[src/nrsd_pkg.sv]
// ----------------------------------------------------------------------------
// nrsd_pkg: shared types and constants
// Event codes, step codes, fixed field widths, reset values and the no-anchor code.
// ----------------------------------------------------------------------------
package nrsd_pkg;

  // fixed field widths
  localparam int unsigned OpBits       = 2;
  localparam int unsigned StepBits     = 2;
  localparam int unsigned CooldownBits = 16;
  localparam int unsigned OutPosBits   = 32;
  localparam int unsigned MarkBits     = 3;

  // register reset values
  localparam logic [CooldownBits-1:0] CooldownReset = 16'd1000;

  // anchor code for "no anchor": clock marks 0..1, data marks 2..3
  localparam logic [MarkBits-1:0] AnchorNone = 3'd4;

  // event kinds, the fourth code is unused
  typedef enum logic [OpBits-1:0] {
    OP_CLOCK  = 2'd0,
    OP_DATA   = 2'd1,
    OP_SWITCH = 2'd2
  } op_e;

  // detected turn
  typedef enum logic [StepBits-1:0] {
    STEP_NONE = 2'd0,
    STEP_INC  = 2'd1,
    STEP_DEC  = 2'd2
  } step_e;

endpackage

[src/nrsd_intf.sv]
// ----------------------------------------------------------------------------
// nrsd_intf: channel interfaces
// Event input, result output and cooldown write channels, valid/ready.
// ----------------------------------------------------------------------------

// edge event channel
interface nrsd_event_if #(
  parameter int unsigned TIME_BITS = 32
);
  logic                 valid;
  logic                 ready;
  logic [1:0]           opcode;
  logic                 other_level;
  logic [TIME_BITS-1:0] time_us;

  modport source (output valid, opcode, other_level, time_us, input ready);
  modport sink   (input valid, opcode, other_level, time_us, output ready);
endinterface

// decoded result channel
interface nrsd_result_if;
  logic        valid;
  logic        ready;
  logic [1:0]  step;
  logic [31:0] position;
  logic        button_on;

  modport source (output valid, step, position, button_on, input ready);
  modport sink   (input valid, step, position, button_on, output ready);
endinterface

// cooldown register write channel
interface nrsd_cfg_if;
  logic        valid;
  logic        ready;
  logic [15:0] data;

  modport source (output valid, data, input ready);
  modport sink   (input valid, data, output ready);
endinterface

[src/nrsd_core.sv]
// ----------------------------------------------------------------------------
// nrsd_core: decoder state and single-pass update
// Holds phases, anchor, flags, position, button and last edge time, and
// computes the state after one event in one combinational pass.
// ----------------------------------------------------------------------------
module nrsd_core
  import nrsd_pkg::*;
#(
  parameter int unsigned POSITION_BITS = 32,
  parameter int unsigned TIME_BITS     = 32
) (
  input  logic                     clk_i,
  input  logic                     rst_ni,
  input  logic                     en_i,
  input  op_e                      op_i,
  input  logic                     other_i,
  input  logic [TIME_BITS-1:0]     time_i,
  input  logic [CooldownBits-1:0]  cooldown_i,
  output step_e                    step_o,
  output logic [POSITION_BITS-1:0] pos_o,
  output logic                     button_o
);

  logic [TIME_BITS-1:0]     last_q, last_d;
  logic                     button_q, button_d;
  logic                     clk_phase_q, clk_phase_d;
  logic                     dat_phase_q, dat_phase_d;
  logic [MarkBits-1:0]      anchor_q, anchor_d;
  logic                     seen_phase_q, seen_phase_d;
  logic                     seen_cross_q, seen_cross_d;
  logic [POSITION_BITS-1:0] pos_q, pos_d;
  step_e                    step_d;

  logic                 line;
  logic                 phase;
  logic                 a_valid;
  logic                 a_line;
  logic                 a_phase;
  logic [TIME_BITS-1:0] diff;

  // current mark and anchor fields
  assign line    = (op_i == OP_DATA);
  assign phase   = line ? dat_phase_q : clk_phase_q;
  assign a_valid = !anchor_q[2];
  assign a_line  = anchor_q[1];
  assign a_phase = anchor_q[0];
  assign diff    = time_i - last_q;

  // next state for one event
  always_comb begin
    last_d       = last_q;
    button_d     = button_q;
    clk_phase_d  = clk_phase_q;
    dat_phase_d  = dat_phase_q;
    anchor_d     = anchor_q;
    seen_phase_d = seen_phase_q;
    seen_cross_d = seen_cross_q;
    pos_d        = pos_q;
    step_d       = STEP_NONE;
    case (op_i)
      OP_CLOCK, OP_DATA: begin
        last_d = time_i;
        if (line) begin
          dat_phase_d = !dat_phase_q;
        end else begin
          clk_phase_d = !clk_phase_q;
        end
        if (other_i) begin
          // start mark: maybe step, then re-anchor
          if (a_valid && seen_phase_q && seen_cross_q && (line != a_line)) begin
            if (!a_line) begin
              pos_d  = pos_q + POSITION_BITS'(1);
              step_d = STEP_INC;
            end else begin
              pos_d  = pos_q - POSITION_BITS'(1);
              step_d = STEP_DEC;
            end
          end
          anchor_d     = {1'b0, line, phase};
          seen_phase_d = 1'b0;
          seen_cross_d = 1'b0;
        end else if (a_valid) begin
          // phase mark against the anchor
          if ((line == a_line) && (phase != a_phase)) begin
            seen_phase_d = 1'b1;
          end
          if (line != a_line) begin
            seen_cross_d = 1'b1;
          end
        end
      end
      OP_SWITCH: begin
        // toggle only after the cooldown
        if (diff >= TIME_BITS'(cooldown_i)) begin
          button_d = !button_q;
          last_d   = time_i;
        end
      end
      default: begin
      end
    endcase
  end

  // state registers
  always_ff @(posedge clk_i or negedge rst_ni) begin
    if (!rst_ni) begin
      last_q       <= '0;
      button_q     <= 1'b0;
      clk_phase_q  <= 1'b0;
      dat_phase_q  <= 1'b0;
      anchor_q     <= AnchorNone;
      seen_phase_q <= 1'b0;
      seen_cross_q <= 1'b0;
      pos_q        <= '0;
    end else if (en_i) begin
      last_q       <= last_d;
      button_q     <= button_d;
      clk_phase_q  <= clk_phase_d;
      dat_phase_q  <= dat_phase_d;
      anchor_q     <= anchor_d;
      seen_phase_q <= seen_phase_d;
      seen_cross_q <= seen_cross_d;
      pos_q        <= pos_d;
    end
  end

  // result reflects the state after the event
  assign step_o   = step_d;
  assign pos_o    = pos_d;
  assign button_o = button_d;

`ifndef SYNTH
  // a step always leaves both flags cleared
  a_step_clears_flags: assert property (@(posedge clk_i) disable iff (!rst_ni)
    (en_i && (step_d != STEP_NONE)) |=> (!seen_phase_q && !seen_cross_q))
    else $error("flags not cleared after step");

  // anchor never holds an unused code
  a_anchor_range: assert property (@(posedge clk_i) disable iff (!rst_ni)
    (anchor_q <= AnchorNone))
    else $error("anchor holds unused code");

  // flags only get set once an anchor exists
  a_flags_need_anchor: assert property (@(posedge clk_i) disable iff (!rst_ni)
    (seen_phase_q || seen_cross_q) |-> a_valid)
    else $error("flag set without anchor");

  // a clock edge flips the clock phase
  a_clk_phase_flip: assert property (@(posedge clk_i) disable iff (!rst_ni)
    (en_i && (op_i == OP_CLOCK)) |=> (clk_phase_q != $past(clk_phase_q)))
    else $error("clock phase did not flip");
`endif

endmodule

[src/noisy_rotary_sequence_decoder.sv]
// ----------------------------------------------------------------------------
// noisy_rotary_sequence_decoder: rotary encoder edge sequence decoder
// Registers each edge event, decodes it against the stored sequence state
// and registers one result per event.
// ----------------------------------------------------------------------------
//
//  channel  | dir | handshake    | payload
//  ---------+-----+--------------+-------------------------------------------
//  in_i     | in  | valid/ready  | opcode, other_level, time_us
//  out_o    | out | valid/ready  | step, position, button_on
//  cfg_i    | in  | valid/ready  | data (cooldown_us), ready tied high
//
//  Each event is held in the input register and is decoded as it moves to
//  the result register, so one event per cycle is sustained while results
//  are taken; the decoded result is held in the result register until it
//  transfers. Reset clears the decoder state and the valid flags; cooldown
//  resets to 1000 us.
//  A stalled result holds the pipeline; the input register still takes an
//  event while it is empty.
//
module noisy_rotary_sequence_decoder
  import nrsd_pkg::*;
#(
  parameter int unsigned POSITION_BITS = 32,
  parameter int unsigned TIME_BITS     = 32
) (
  input  logic clk_i,
  input  logic rst_ni,
  nrsd_event_if.sink    in_i,
  nrsd_result_if.source out_o,
  nrsd_cfg_if.sink      cfg_i
);

  logic [CooldownBits-1:0] cooldown_q;

  logic                 in_vld_q;
  logic [OpBits-1:0]    in_op_q;
  logic                 in_other_q;
  logic [TIME_BITS-1:0] in_time_q;

  logic                  out_vld_q;
  logic [StepBits-1:0]   out_step_q;
  logic [OutPosBits-1:0] out_pos_q;
  logic                  out_button_q;

  logic                     adv;
  logic                     fire;
  step_e                    core_step;
  logic [POSITION_BITS-1:0] core_pos;
  logic [OutPosBits-1:0]    core_pos_ext;
  logic                     core_button;

  // pipeline flow control
  assign adv         = !out_vld_q || out_o.ready;
  assign fire        = in_vld_q && adv;
  assign in_i.ready  = !in_vld_q || adv;
  assign cfg_i.ready = 1'b1;

  // cooldown register
  always_ff @(posedge clk_i or negedge rst_ni) begin
    if (!rst_ni) begin
      cooldown_q <= CooldownReset;
    end else if (cfg_i.valid) begin
      cooldown_q <= cfg_i.data;
    end
  end

  // input register
  always_ff @(posedge clk_i or negedge rst_ni) begin
    if (!rst_ni) begin
      in_vld_q <= 1'b0;
    end else if (in_i.ready) begin
      in_vld_q <= in_i.valid;
    end
  end

  always_ff @(posedge clk_i) begin
    if (in_i.valid && in_i.ready) begin
      in_op_q    <= in_i.opcode;
      in_other_q <= in_i.other_level;
      in_time_q  <= in_i.time_us;
    end
  end

  // decode and state update
  nrsd_core #(
    .POSITION_BITS (POSITION_BITS),
    .TIME_BITS     (TIME_BITS)
  ) u_core (
    .clk_i      (clk_i),
    .rst_ni     (rst_ni),
    .en_i       (fire),
    .op_i       (op_e'(in_op_q)),
    .other_i    (in_other_q),
    .time_i     (in_time_q),
    .cooldown_i (cooldown_q),
    .step_o     (core_step),
    .pos_o      (core_pos),
    .button_o   (core_button)
  );

  // position reported on 32 bits
  generate
    if (POSITION_BITS >= OutPosBits) begin : g_pos_trunc
      assign core_pos_ext = core_pos[OutPosBits-1:0];
    end else begin : g_pos_ext
      assign core_pos_ext = {{(OutPosBits-POSITION_BITS){1'b0}}, core_pos};
    end
  endgenerate

  // result register
  always_ff @(posedge clk_i or negedge rst_ni) begin
    if (!rst_ni) begin
      out_vld_q <= 1'b0;
    end else if (adv) begin
      out_vld_q <= in_vld_q;
    end
  end

  always_ff @(posedge clk_i) begin
    if (fire) begin
      out_step_q   <= core_step;
      out_pos_q    <= core_pos_ext;
      out_button_q <= core_button;
    end
  end

  assign out_o.valid     = out_vld_q;
  assign out_o.step      = out_step_q;
  assign out_o.position  = out_pos_q;
  assign out_o.button_on = out_button_q;

`ifndef SYNTH
  // an event waiting on a stalled result stays in the input register
  a_in_held: assert property (@(posedge clk_i) disable iff (!rst_ni)
    (in_vld_q && !adv) |=> in_vld_q)
    else $error("event lost while result stalled");

  // a decoded event always shows up as a result next cycle
  a_fire_result: assert property (@(posedge clk_i) disable iff (!rst_ni)
    fire |=> out_vld_q)
    else $error("decoded event produced no result");

  // a stalled result keeps its payload
  a_out_stable: assert property (@(posedge clk_i) disable iff (!rst_ni)
    (out_vld_q && !out_o.ready) |=> (out_vld_q && $stable(out_step_q) &&
      $stable(out_pos_q) && $stable(out_button_q)))
    else $error("result changed while stalled");
`endif

endmodule

[src/flat_wrapper.sv]
// flat-port wrapper written by rule: the top's interface ports become plain ports
module noisy_rotary_sequence_decoder_flat import nrsd_pkg::*;
#(
  parameter int unsigned POSITION_BITS = 32,
  parameter int unsigned TIME_BITS     = 32
)
  (clk_i, rst_ni, in_i_valid, in_i_opcode, in_i_other_level, in_i_time_us, in_i_ready, out_o_valid, out_o_step, out_o_position, out_o_button_on, out_o_ready, cfg_i_valid, cfg_i_data, cfg_i_ready);
  nrsd_event_if #(.TIME_BITS(TIME_BITS)) in_i_i ();
  nrsd_result_if out_o_i ();
  nrsd_cfg_if cfg_i_i ();
  input  logic clk_i;
  input  logic rst_ni;
  input wire logic [$bits(in_i_i.valid)-1:0] in_i_valid;
  input wire logic [$bits(in_i_i.opcode)-1:0] in_i_opcode;
  input wire logic [$bits(in_i_i.other_level)-1:0] in_i_other_level;
  input wire logic [$bits(in_i_i.time_us)-1:0] in_i_time_us;
  output wire logic [$bits(in_i_i.ready)-1:0] in_i_ready;
  output wire logic [$bits(out_o_i.valid)-1:0] out_o_valid;
  output wire logic [$bits(out_o_i.step)-1:0] out_o_step;
  output wire logic [$bits(out_o_i.position)-1:0] out_o_position;
  output wire logic [$bits(out_o_i.button_on)-1:0] out_o_button_on;
  input wire logic [$bits(out_o_i.ready)-1:0] out_o_ready;
  input wire logic [$bits(cfg_i_i.valid)-1:0] cfg_i_valid;
  input wire logic [$bits(cfg_i_i.data)-1:0] cfg_i_data;
  output wire logic [$bits(cfg_i_i.ready)-1:0] cfg_i_ready;
  assign in_i_i.valid = in_i_valid;
  assign in_i_i.opcode = in_i_opcode;
  assign in_i_i.other_level = in_i_other_level;
  assign in_i_i.time_us = in_i_time_us;
  assign in_i_ready = in_i_i.ready;
  assign out_o_valid = out_o_i.valid;
  assign out_o_step = out_o_i.step;
  assign out_o_position = out_o_i.position;
  assign out_o_button_on = out_o_i.button_on;
  assign out_o_i.ready = out_o_ready;
  assign cfg_i_i.valid = cfg_i_valid;
  assign cfg_i_i.data = cfg_i_data;
  assign cfg_i_ready = cfg_i_i.ready;
  noisy_rotary_sequence_decoder #(.POSITION_BITS(POSITION_BITS), .TIME_BITS(TIME_BITS)) u_core (.clk_i(clk_i), .rst_ni(rst_ni), .in_i(in_i_i), .out_o(out_o_i), .cfg_i(cfg_i_i));
endmodule
[config.mk]
export PLATFORM = sky130hd
export DESIGN_NAME = noisy_rotary_sequence_decoder_flat
export DESIGN_NICKNAME = d
export VERILOG_FILES = /design/src/nrsd_pkg.sv /design/src/nrsd_intf.sv /design/src/nrsd_core.sv /design/src/noisy_rotary_sequence_decoder.sv /design/src/flat_wrapper.sv
export SDC_FILE = /design/constraint.sdc
export NUM_CORES = 1
export LEC_CHECK = 0
export ABC_CLOCK_PERIOD_IN_PS = 13200
export BUFFER_PORTS_ARGS = -buffer_cell sky130_fd_sc_hd__buf_2
export CORE_MARGIN = 3
export CORE_UTILIZATION = 55
export DETAILED_ROUTE_END_ITERATION = 10
export MAX_ROUTING_LAYER = met4
export PLACE_DENSITY = 0.76
export SYNTH_ARGS = -nofsm -noshare
export SYNTH_HDL_FRONTEND = slang
export SYNTH_SLANG_ARGS = --single-unit
[constraint.sdc]
create_clock -name clk_i -period 13.2 [get_ports clk_i]
set_input_delay 2.64 -clock clk_i [delete_from_list [all_inputs] [get_ports clk_i]]
set_output_delay 2.64 -clock clk_i [all_outputs]
set_load 0.02 [all_outputs]
Word-level counts from Yosys, hierarchy flattened
Cells that the tools add are included.
{"block": "totals", "regBits": 160, "input_bits": 56, "output_inout_bits": 38, "elab_cells": 71}
{"block": "classes", "addsub": 3, "n_lt_le_gt_ge": 1, "eq_ne": 7, "mux": 16, "bitwise": 1, "n_reduce_logical": 26}
{"op": "$mux W32", "count": 5}
{"op": "$pmux W32 S2", "count": 1}
{"op": "$add A32 B1 Y32 const B", "count": 1}
{"op": "$ge A32 B16 Y1", "count": 1}
{"op": "$sub A32 B1 Y32 const B", "count": 1}
{"op": "$sub A32 B32 Y32", "count": 1}
{"op": "$reduce_and A3 Y1", "count": 5}
{"op": "$mux W1", "count": 9}
{"op": "$reduce_and A4 Y1", "count": 2}
{"op": "$logic_and A1 B1 Y1", "count": 6}
{"op": "$logic_not A1 Y1", "count": 6}
{"op": "$reduce_bool A2 Y1", "count": 3}
{"op": "$eq A2 B1 Y1 const B", "count": 1}
{"op": "$eq A2 B2 Y1 const B", "count": 1}
{"op": "$logic_not A2 Y1", "count": 1}
{"op": "$logic_or A1 B1 Y1", "count": 2}
{"op": "$mux W2", "count": 1}
{"op": "$ne A1 B1 Y1", "count": 2}
{"op": "$ne A2 B1 Y1 const B", "count": 1}
{"op": "$ne A2 B2 Y1 const B", "count": 1}
{"op": "$reduce_or A2 Y1", "count": 1}
{"op": "$eq A1 B1 Y1", "count": 1}
{"op": "$not A1 Y1", "count": 1}

Logic depth before layout (Yosys ltp)
Gate-level depths: netlist of run 1.
{"block": "logic_depth", "word_depth": 7, "depth_mapped": 22, "ltp_nobuf": 21}

Hierarchy
Synthesis of run 1 repeated with hierarchy kept, for this count alone.
{"block": "hier_totals", "cells_unflattened": 1027, "area_unflattened_um2": 10425.0}
{"module": "nrsd_core", "n_inst": 1, "cells_per_inst": 913, "area_each_um2": 7566.0, "seq_area_each_um2": 1803.0}
{"module": "noisy_rotary_sequence_decoder", "n_inst": 1, "cells_per_inst": 114, "area_each_um2": 2859.0, "seq_area_each_um2": 2560.0}

Worst setup path after synthesis of run 1
No wires, ideal clock.
{"block": "synth_path", "path_kind": "in2out", "start": "input out_o_ready", "end": "output in_i_ready", "t_arrival_ps": 2918, "t_required_ps": 10560, "setup_slack_ps": 7642, "path_stages": 1, "path_buffers": 0, "cell_sequence": "nand3b_1"}
{"block": "synth_between", "elab_chain_len": 2}
{"item": "from (decl)", "line": "flat_wrapper.sv:22", "rtl": "input wire logic [$bits(out_o_i.ready)-1:0] out_o_ready;"}
{"item": "$logic_or A1 B1 Y1", "line": "noisy_rotary_sequence_decoder.sv:54", "rtl": "assign adv = !out_vld_q || out_o.ready;"}
{"item": "$logic_or A1 B1 Y1", "line": "noisy_rotary_sequence_decoder.sv:56", "rtl": "assign in_i.ready = !in_vld_q || adv;"}
{"item": "to (decl)", "line": "flat_wrapper.sv:17", "rtl": "output wire logic [$bits(in_i_i.ready)-1:0] in_i_ready;"}
No other way between the ends.

Worst setup path after layout of run 1
Same ends and word-level chain as after synthesis.

==> metrics.txt, run 1 <==
area inside the core boundary 16,820 µm²; Multi-input gate area 4905 µm²; count of cell types in the netlist 66; combinational share of power 42.9%; sum of negative setup slack 0 ns; Leakage 5.055 nW; post-synthesis async set-or-reset flop share between 50% and 60%; r2r setup slk 7.77 ns; chip height 138.1 µm; per-instance average area after synthesis 10.40 µm²; Seq pwr share 33.2%; placed cell area 10,280 µm²; launching element type of the critical path primary input; number of nets with antenna violations after detailed routing 0; Die ar. 19,070 µm²; largest net degree at the start of global routing 61; fin nets 1,155; n_diodes 0; most used flip-flop cell after synthesis dfrtp_1; number of gates resized after cts 0; Setup CP Type in -> out; cts-stage hold buffer count 0; average vias per placed instance 5.615; number of H-tree levels 4; PD cells 196.5 nW/µm²; CP Launch Point out_o_ready; detailed router's first-iteration violation count 402; number of global-route vias before repair approximately 7,000; Period Utilization, post-route a little over two fifths; combined flip-flop and latch cell area roughly 4400 µm²; initial antenna violation count 0; quantity of I/O buffers inserted on ports 92; sequential-to-total area share from yosys stat 45.45%; clock latency of the later-clocked register in the worst-skew pair 0.43 ns; switching power share of the total 36.59%; max-slew violation count 0; post-CTS setup repair buffer count 0; remaining routing DRC violations 0; cell area after technology mapping 9599 µm²; total routed wirelength 19.57 mm; number of cells traversed by the worst register-to-register path 20; Syn. warnings 0; row count 47; post-route clock skew ~0.0098 ns; routability cong. 0.9335; average wire per cell in the routed design 15.62 µm; first-pass GRT wire length around 34 mm; first drt pass iteration count 5; post-route cell area about 11,000 µm²; total chip power 2.143 mW; Fin Hold WS 0.4734 ns; final setup violation count 0; total global-route track usage 21.89%; TritonCTS Buffers 17; count of fill cells added during filler insertion about 1,400; type of the worst min-delay path reg -> reg; Chip Width 138.1 µm; RSZ-0062 raised after global routing false; DP Wirelength 14.34 mm; via total after detailed routing 7,035; Worst R2R End u_core.u_core.last_q[20]; overall overflow remaining after global route 0; IO Pins 94; actual slew at the worst max-slew pin between 1 and 1.5 ns; worst reg2reg startpoint u_core.u_core.last_q[0]; count of flip-flops with a built-in enable after synthesis 70; Clk network pwr share 24.0%; Final Util 64.83%; capture point of the critical path in_i_ready; count of max-cap constraint violations 0; critical path data required time 10.56 ns; maximum vdd drop 0.1160 mV; register clock-pin slew on the reported worst setup and hold paths 0.06 ns; data arrival time of the critical path 3.10 ns; register bit total from synthesis 160; Slew headroom 23.64%; Final Critical Period between 5 and 6 ns; run status finished, final reports clean; number of nets produced by synthesis 1,058; synthesis-to-finish area growth 13.58%; Max FO, Critical Path 3; clock tree from TritonCTS yes; Initial Util a little under three fifths; type of destination of the critical path primary output; buffer type at the clock tree root clkbuf_16; post-synthesis instance total 923; clk sink count 160; highest clock rate 174.4 MHz; Hold Vio Cnt, Final 0; deepest clock path buffer count 2; internal power component 1.359 mW; net switching power 0.7840 mW; fraction of layout cells with a size suffix above 1 about 18%
[flip-flops by register name (all words and copies together), names as in the netlist]
signal / cells
u_core.in_time_q: 32
u_core.out_o.position: 32
u_core.u_core.last_q: 32
u_core.u_core.pos_q: 32
u_core.cooldown_q: 16
u_core.u_core.anchor_q: 3
u_core.in_op_q: 2
u_core.out_o.step: 2
u_core.in_other_q: 1
u_core.in_vld_q: 1
u_core.out_o.button_on: 1
u_core.out_o.valid: 1
u_core.u_core.button_q: 1
u_core.u_core.clk_phase_q: 1
u_core.u_core.dat_phase_q: 1
u_core.u_core.seen_cross_q: 1
u_core.u_core.seen_phase_q: 1
[logic make-up (layout without fill, tap and decap cells)]
group	Yosys count	in the layout	synth area share [%]
fa+ha+maj	79	79	10.45
simple gates	243	243	12.00
compound gates	233	233	15.41
other cells	1	1	0.03907
buf+inv	82	192	3.480
mux	69	69	8.055
xor+xnor	56	56	5.109
flops	160	160	45.45
[critical path: stages]
cell and delay, ns:
buf_2 0.10, nand3b_1 0.18, buf_2 0.18
[layer usage]
layer / part of all wire (%) / track usage (%) / vias up / wire, µm
li1: - / - / 3551 / -
met1: 46 / 27.44 / 3343 / 9036
met2: 49 / 36.31 / 125 / 9652
met3: 3.8 / 4.731 / 16 / 744
met4: 0.71 / 5.824 / 0 / 139
met5: 0 / - / - / 0
[area by class of cell]
type                       instances  area share, %
timing repair buffer              97          4.590
clock buffer                      21          4.315
clock inverter                    11          1.400
inverter                          63          2.169
tap                              220          2.525
sequential                       160          40.02
multi-input combinational        681          44.98
[how the worst min path moves through the flow]
stage,cells after the start,slack [ns],start,to
after floorplan,1,0.44,u_core.u_core.dat_phase_q,u_core.u_core.dat_phase_q
after CTS,1,0.47,u_core.u_core.dat_phase_q,u_core.u_core.dat_phase_q
after global placement,1,0.45,u_core.u_core.dat_phase_q,u_core.u_core.dat_phase_q
after detailed placement,1,0.47,u_core.u_core.dat_phase_q,u_core.u_core.dat_phase_q
final,1,0.47,u_core.u_core.clk_phase_q,u_core.u_core.clk_phase_q
after global routing,1,0.49,u_core.u_core.dat_phase_q,u_core.u_core.dat_phase_q
[layout by cell type (no fill, tap or decap), types with 15 or more instances in the layout]
cell type / instances
nand2b_1: 16
dfrtp_1: 83
xor2_1: 20
clkbuf_16: 17
a21oi_1: 63
mux2_1: 29
a21o_1: 25
mux2_2: 37
and3_1: 15
nand2_1: 102
nor2_1: 41
ha_1: 77
o21ai_0: 61
edfxtp_1: 70
xnor2_1: 36
buf_2: 91
inv_1: 62
nor3_1: 18
[cells in the mapped netlist (3+ instances only)]
| master | number | area (µm²) |
|---|---|---|
| a211o_1 | 4 | 35.03 |
| a211oi_1 | 8 | 60.06 |
| a21o_1 | 25 | 187.7 |
| a21oi_1 | 63 | 315.3 |
| a31oi_1 | 8 | 50.05 |
| and2_1 | 3 | 18.77 |
| and3_1 | 15 | 93.84 |
| and4_1 | 5 | 43.79 |
| buf_6 | 3 | 33.78 |
| clkbuf_1 | 13 | 48.80 |
| dfrtp_1 | 83 | 2077 |
| dfstp_2 | 7 | 183.9 |
| edfxtp_1 | 70 | 2102 |
| ha_1 | 77 | 963.4 |
| inv_1 | 62 | 232.7 |
| mux2_1 | 29 | 326.6 |
| mux2_2 | 37 | 416.7 |
| mux2i_1 | 3 | 30.03 |
| nand2_1 | 102 | 382.9 |
| nand2b_1 | 16 | 100.1 |
| nand3_1 | 8 | 40.04 |
| nand4_1 | 6 | 37.54 |
| nor2_1 | 42 | 157.7 |
| nor2b_1 | 7 | 43.79 |
| nor3_1 | 18 | 90.09 |
| nor3b_1 | 3 | 22.52 |
| nor4_1 | 5 | 31.28 |
| o2111ai_1 | 3 | 26.28 |
| o211ai_1 | 13 | 97.59 |
| o21a_1 | 13 | 97.59 |
| o21ai_0 | 61 | 305.3 |
| o21bai_1 | 5 | 37.54 |
| o31ai_1 | 6 | 45.04 |
| or3_1 | 4 | 25.02 |
| or4_1 | 3 | 22.52 |
| xnor2_1 | 36 | 315.3 |
| xor2_1 | 20 | 175.2 |
[per-stage QoR]
stage | worst slack (ns) | std cells
final | 7.465 | 1253
after global placement | 7.484 | 1221
after CTS | 7.457 | 1253
after floorplan | 7.642 | 923
after detailed placement | 7.462 | 1221
after global routing | 7.244 | 1253
[power by group through the flow]
| stage | logic (mW) | clock network (mW) | registers [mW] |
|---|---|---|---|
| global route | 1.04 | 0.544 | 0.724 |
| detailed placement | 0.908 | 0 | 0.719 |
| floorplan | 0.683 | 0 | 0.739 |
| global placement | 0.885 | 0 | 0.713 |
| finish | 0.919 | 0.513 | 0.710 |
| CTS | 0.920 | 0.524 | 0.711 |
Power figures use the tool's default switching activity.
==> run 2: changes to the inputs <==
- ABC_AREA: not set -> 1
- ABC_CLOCK_PERIOD_IN_PS: 13200 -> 5000
- PLACE_DENSITY: 0.76 -> 0.78
- clock period: 13.2 -> 5 ns (I/O delays scaled with it)
==> run 2 against run 1 <==
Global-route usage up 5.7 points. Critical endpoint is now u_core.u_core.last_q[20]. Register-to-register slack worse by 6.7 ns. Largest cell class unchanged. Synthesized cell count is 64% higher. Critical path type is now reg -> reg. Via count is 41% higher.
==> metrics.txt, run 2 <==
run status finished, final reports clean (unchanged); count of cell types in the netlist 48 (was 66); PD cells 536.4 nW/µm² (was 196.5 nW/µm²); start point of the worst hold path u_core.u_core.anchor_q[2] (was u_core.u_core.clk_phase_q); RSZ-0062 raised after global routing false (unchanged); top library cells by usage in the layout, fill and taps aside nand2_1 (471), inv_1 (245), nor2_1 (104) (was nand2_1 (102), buf_2 (91), dfrtp_1 (83)); number of nets produced by synthesis 1,650 (was 1,058); average wire per cell in the routed design 15.11 µm (was 15.62 µm); number of H-tree levels 4 (unchanged); Worst Hold Path EP u_core.u_core.anchor_q[2] (was u_core.u_core.clk_phase_q); most instantiated library cell after synthesis nand2_1 (unchanged); deepest clock path buffer count 2 (unchanged); Leakage 6.655 nW (was 5.055 nW); count of fill cells added during filler insertion 1,830 (was 1,354); synthesis-to-finish area growth 11.63% (was 13.58%); Min-Delay Path Depth 2 (was 1); per-instance average area after synthesis 7.359 µm² (was 10.40 µm²); Hold Vio Cnt, Final 0 (unchanged); cts-stage hold buffer count 0 (unchanged); actual slew at the worst max-slew pin 1.194 ns (was 1.141 ns); average vias per placed instance 5.255 (was 5.615); type of destination of the critical path register (was primary output); total routed wirelength 28.46 mm (was 19.57 mm); Max FO, Critical Path 32 (was 3); Post-Place Setup Slack 1.048 ns (was 7.462 ns); Final Util 63.12% (was 64.83%); largest net degree at the start of global routing 69 (was 61); fraction of layout cells with a size suffix above 1 11.70% (was 17.72%); launching element type of the critical path register (was primary input); initial antenna violation count 3 (was 0); highest clock rate 252.7 MHz; clk sink count 160 (unchanged); DP Wirelength 21.89 mm (was 14.34 mm); total chip power 6.676 mW (was 2.143 mW); Initial Util 56.55% (was 57.07%); row count 51 (was 47); register bit total from synthesis 160 (unchanged); chip height 148.4 µm (was 138.1 µm); count of max-cap constraint violations 0 (unchanged); max-slew violation count 0 (unchanged); register clock-pin slew on the reported worst setup and hold paths 0.07 ns (was 0.06 ns); fin nets 1,737 (was 1,155); via total after detailed routing 9,896 (was 7,035); maximum vdd drop 0.2625 mV (was 0.1160 mV); sequential-to-total area share from yosys stat 39.13% (was 45.45%); Chip Width 148.4 µm (was 138.1 µm); number of global-route vias before repair 9,946 (was 7,170); post-CTS setup repair buffer count 0 (unchanged); first-pass GRT wire length 47.38 mm (was 33.79 mm); Setup CP Type reg -> reg (was in -> out); type of the worst min-delay path reg -> reg (unchanged); clock latency of the later-clocked register in the worst-skew pair 0.44 ns (was 0.43 ns); Syn. warnings 0 (unchanged); area share of the largest cell type after synthesis 18.85% (was 21.90%); IO Pins 94 (unchanged); post-synthesis instance total 1,515 (was 923); worst reg2reg startpoint u_core.in_time_q[6] (was u_core.u_core.last_q[0]); Period Utilization, post-route 79.13%; routability cong. 0.9682 (was 0.9335); critical path data required time 5.32 ns (was 10.56 ns); leading cell types by count after synthesis nand2_1 (471), inv_1 (246), nor2_1 (104) (was nand2_1 (102), dfrtp_1 (83), ha_1 (77)); first drt pass iteration count 5 (unchanged); Fin Hold WS 0.4784 ns (was 0.4734 ns); number of cells traversed by the worst register-to-register path 19 (was 20); detailed router's first-iteration violation count 522 (was 402); total global-route track usage 27.59% (was 21.89%); buffer type at the clock tree root clkbuf_16 (unchanged); overall overflow remaining after global route 0 (unchanged); quantity of I/O buffers inserted on ports 92 (unchanged); r2r setup slk 1.04 ns (was 7.77 ns); Worst R2R End u_core.u_core.last_q[20] (unchanged); Slew headroom 20.22% (was 23.64%); clock tree from TritonCTS yes (unchanged); post-route clock skew 0.01121 ns (was 0.009844 ns); TritonCTS Buffers 17 (unchanged); area inside the core boundary 19,720 µm² (was 16,820 µm²); data arrival time of the critical path 4.27 ns (was 3.10 ns); count of flip-flops with a built-in enable after synthesis 70 (unchanged); cell area after technology mapping 11,150 µm² (was 9599 µm²); min setup slack post-route 1.043 ns (was 7.465 ns); leading post-synthesis cells by cell area edfxtp_1 (19%), dfrtp_1 (19%), nand2_1 (16%) (was edfxtp_1 (22%), dfrtp_1 (22%), ha_1 (10%)); most common library cell in the layout ignoring fill and taps nand2_1 (unchanged); number of nets with antenna violations after detailed routing 0 (unchanged); number of gates resized after cts 0 (unchanged); Die ar. 22,020 µm² (was 19,070 µm²); Synth area leader edfxtp_1 (unchanged); remaining routing DRC violations 0 (unchanged); Final Critical Period 3.957 ns; post-synthesis async set-or-reset flop share 56.25% (unchanged); sum of negative setup slack 0 ns (unchanged); final setup violation count 0 (unchanged); most used flip-flop cell after synthesis dfrtp_1 (unchanged)
[run 2: cell count changes in the layout (fill, tap and decap cells not counted), moves of 11 or more]
cell,before,now
o21ai_0,61,72
a21o_1,25,10
nor3_1,18,7
mux2_1,29,0
mux2_2,37,1
nand2b_1,16,0
nor2_1,41,104
nand2_1,102,471
o211ai_1,13,1
nand3_1,8,96
nand4_1,6,42
inv_1,62,245
and3_1,15,0
xnor2_1,36,11
[run 2: power breakdown]
part / internal (mW) / total [mW] / switching [mW]
logic: 1.18 / 3.37 / 2.19
clock network: 0.723 / 1.34 / 0.619
registers: 1.75 / 1.97 / 0.213
[run 2: logic make-up (layout without fill, tap and decap cells)]
kind of cell,count (synthesis),after routing,synth area share [%]
AOI/OAI and AO/OA,172,172,8.462
xor gates and xnor gates,39,39,3.064
adders and majority gates,79,79,9.000
buffers and inverters,286,386,10.09
DFF,160,160,39.13
muxes,1,1,0.1010
other,1,4,0.03363
and+or+nand+nor,777,777,30.12
[run 2: critical path, cell delays in order (launching register included)]
cell and delay (ns):
edfxtp_1 0.41, ha_1 0.39, nand2_1 0.12, nor2_1 0.22, nand3_1 0.11, nand3_1 0.19, xor2_1 0.19, ha_1 0.27
a21oi_1 0.16, nor2_1 0.05, a211oi_1 0.17, nand2_1 0.09, nand2_1 0.08, nand3_1 0.07, nor2_1 0.09, nand2_1 0.05
nor2_1 0.13, nand3_2 0.63, nand4_1 0.30, nand2_1 0.09
[run 2: worst max-delay path by stage]
stage	slack [ns]	cells past startpoint	start	endpoint
after global routing	0.64	19	u_core.in_time_q[7]	u_core.u_core.last_q[21]
after detailed placement	1.05	19	u_core.in_time_q[7]	u_core.u_core.last_q[20]
after CTS	1.04	19	u_core.in_time_q[7]	u_core.u_core.last_q[20]
final	1.04	19	u_core.in_time_q[6]	u_core.u_core.last_q[20]
after floorplan	1.73	6	out_o_ready	u_core.out_o.button_on
after global placement	1.13	19	u_core.in_time_q[7]	u_core.u_core.last_q[16]
[run 2: cell type report]
type	instances	area, µm²	area share, %
Clock buffer	19	475.5	3.820
Tap cell	265	331.6	2.664
Clock inverter	13	132.6	1.066
Antenna cell	3	7.507	0.06032
Inverter	255	958.4	7.701
Timing Repair Buffer	99	515.5	4.142
Sequential cell	160	4363	35.06
Multi-Input combinational cell	1069	5662	45.49
[run 2: per-stage QoR]
step / cell area, µm² / std cells
finish: 12450 / 1883
CTS: 12440 / 1880
floorplan: 11150 / 1515
global route: 12450 / 1883
detailed placement: 11830 / 1848
global placement: 11830 / 1848
[run 2: routing by layer]
layer / track usage [%] / wire (µm) / vias up
met2: 47.36 / 14190 / 232
met3: 4.327 / 1120 / 68
met4: 9.977 / 915 / 0
met5: - / 0 / -
met1: 33.12 / 12230 / 4549
li1: - / - / 5047
==> run 3: changes to the inputs <==
- ABC_CLOCK_PERIOD_IN_PS: 5000 -> 3700
- PLACE_DENSITY: 0.78 -> 0.75
- clock period: 5 -> 3.7 ns (I/O delays scaled with it)
==> run 3 against run 2 <==
Critical path type unchanged. Flip-flop and latch count unchanged. Sequential share of layout area down 0.30 points. Highest routed layer unchanged. Via count up 1.1%. Sequential power up 35%. Count of clock-buffer cells in the layout unchanged. Wire length down 0.41%. Critical path depth up 3. Die area unchanged.
==> metrics.txt, run 3 (same netlist as run 2, synthesis figures left out) <==
RSZ-0062 raised after global routing false (unchanged); maximum vdd drop 0.3925 mV (was 0.2625 mV); type of destination of the critical path register (unchanged); buffer type at the clock tree root clkbuf_16 (unchanged); via total after detailed routing 10,007 (was 9,896); total routed wirelength 28.34 mm (was 28.46 mm); number of global-route vias before repair 9,683 (was 9,946); deepest clock path buffer count 2 (unchanged); detailed router's first-iteration violation count 619 (was 522); Final Critical Period 3.487 ns (was 3.957 ns); number of cells traversed by the worst register-to-register path 22 (was 19); most common library cell in the layout ignoring fill and taps nand2_1 (unchanged); quantity of I/O buffers inserted on ports 92 (unchanged); total global-route track usage 26.90% (was 27.59%); register clock-pin slew on the reported worst setup and hold paths 0.07 ns (about the same); post-route cell area 12,550 µm² (was 12,450 µm²); PD cells 712.0 nW/µm² (was 536.4 nW/µm²); launching element type of the critical path register (unchanged); Slew headroom 22.01% (was 20.22%); IO Pins 94 (unchanged); overall overflow remaining after global route 0 (unchanged); Die ar. 22,020 µm² (unchanged); clk sink count 160 (unchanged); count of max-cap constraint violations 0 (unchanged); actual slew at the worst max-slew pin 1.167 ns (was 1.194 ns); worst reg2reg startpoint u_core.in_time_q[7] (was u_core.in_time_q[6]); capture point of the critical path u_core.u_core.last_q[21] (was u_core.u_core.last_q[20]); count of fill cells added during filler insertion 1,736 (was 1,830); fraction of layout cells with a size suffix above 1 12.43% (was 11.70%); Post-Place Setup Slack 0.09108 ns (was 1.048 ns); Max FO, Critical Path 32 (unchanged); Final Util 63.67% (was 63.12%); first-pass GRT wire length 46.34 mm (was 47.38 mm); run status finished, final reports clean (unchanged); Initial Util 56.55% (unchanged); cts-stage hold buffer count 0 (unchanged); clock latency of the later-clocked register in the worst-skew pair 0.43 ns (was 0.44 ns); final setup violation count 0 (unchanged); CP Launch Point u_core.in_time_q[7] (was u_core.in_time_q[6]); min setup slack post-route 0.2127 ns (was 1.043 ns); largest net degree at the start of global routing 60 (was 69); Worst R2R End u_core.u_core.last_q[21] (was u_core.u_core.last_q[20]); synthesis-to-finish area growth 12.60% (was 11.63%); clock tree from TritonCTS yes (unchanged); fin nets 1,747 (was 1,737); highest clock rate 286.8 MHz (was 252.7 MHz); DP Wirelength 21.31 mm (was 21.89 mm); row count 51 (unchanged); r2r setup slk 0.21 ns (was 1.04 ns); top library cells by usage in the layout, fill and taps aside nand2_1 (470), inv_1 (245), nor2_1 (103) (was nand2_1 (471), inv_1 (245), nor2_1 (104)); total chip power 8.939 mW (was 6.676 mW); Leakage 6.697 nW (was 6.655 nW); Chip Width 148.4 µm (unchanged); chip height 148.4 µm (unchanged); number of H-tree levels 4 (unchanged); critical path data required time 4.01 ns (was 5.32 ns); placed cell area 11,880 µm² (was 11,830 µm²); sum of negative setup slack 0 ns (unchanged); average wire per cell in the routed design 14.96 µm (was 15.11 µm); Hold Vio Cnt, Final 0 (unchanged); data arrival time of the critical path 3.80 ns (was 4.27 ns); post-route clock skew 0.009089 ns (was 0.01121 ns); type of the worst min-delay path in -> async (was reg -> reg); average vias per placed instance 5.284 (was 5.255); Period Utilization, post-route 94.25% (was 79.13%); initial antenna violation count 4 (was 3); remaining routing DRC violations 0 (unchanged); max-slew violation count 0 (unchanged); first drt pass iteration count 6 (was 5); routability cong. 1.037 (was 0.9682); Setup CP Type reg -> reg (unchanged); area inside the core boundary 19,720 µm² (unchanged); TritonCTS Buffers 17 (unchanged); number of nets with antenna violations after detailed routing 0 (unchanged)
-- run 3: changes by cell type in the layout (fill, tap and decap cells not counted), moves of 2 or more --
cell	delta
buf_4	+5
buf_12	+3
clkbuf_16	-2
inv_4	-2
clkinvlp_4	+2
clkinv_8	-2
nand3_4	+2
inv_8	-2
clkbuf_1	+2
ha_1	-2
ha_2	+2
clkinv_2	+2
-- run 3: repair_timing --
action / 4_1_cts / 5_1_grt
setup buffers: 0 / 3
endpoints found under the setup margin: 0 / 34
gates resized for setup: 0 / 8
-- run 3: per-layer routing --
layer,wire [µm],vias up,track usage [%]
met5,0,-,-
met4,894,0,9.838
met3,1244,67,4.449
met2,14180,254,45.97
met1,12020,4615,32.29
li1,-,5071,-
-- run 3: how the worst min path moves through the flow --
stage | endpoint | cells after the start
after floorplan | u_core.cooldown_q[0] | 0
after global placement | u_core.u_core.button_q | 2
after detailed placement | u_core.u_core.anchor_q[2] | 2
after CTS | u_core.cooldown_q[1] | 1
after global routing | u_core.cooldown_q[1] | 1
final | u_core.cooldown_q[2] | 1
-- run 3: report_power, final --
| group | leakage (nW) | internal, mW | switching (mW) |
|---|---|---|---|
| logic | 4.60 | 1.62 | 2.97 |
| registers | 1.82 | 2.37 | 0.278 |
| clock network | 0.268 | 0.940 | 0.764 |
| total | 6.70 | 4.93 | 4.01 |
-- run 3: area by class of cell --
cell class	instances	area [µm²]	share of cell area (%)
multi-input combinational	1071	5717	45.54
sequential	160	4363	34.75
inverter	255	958.4	7.634
timing repair buffer	107	613.1	4.883
clock buffer	19	432.9	3.448
tap	265	331.6	2.641
clock inverter	13	128.9	1.027
antenna	4	10.01	0.07973
-- run 3: worst max-delay path, cell delays in order (launching register included) --
cell      delay [ns]
edfxtp_1        0.42
ha_1            0.39
nand2_2         0.15
inv_1           0.05
nand2_1         0.05
nand2_1         0.06
inv_1           0.05
nand3_1         0.19
xor2_1          0.21
ha_1            0.31
a21oi_1         0.16
nor2_1          0.05
a211oi_1        0.18
nand2_1         0.09
nand2_1         0.10
nand3_1         0.07
nor2_1          0.11
nand2_1         0.06
nor2_1          0.11
nand3_2         0.10
buf_12          0.22
nand4_1         0.11
nand2_1         0.09
-- run 3: stage by stage --
step,hold slack [ns],std cells
finish,0.3757,1894
global route,0.4329,1894
CTS,0.4141,1885
detailed placement,0.4748,1853
global placement,0.4540,1853
floorplan,0.4391,1515
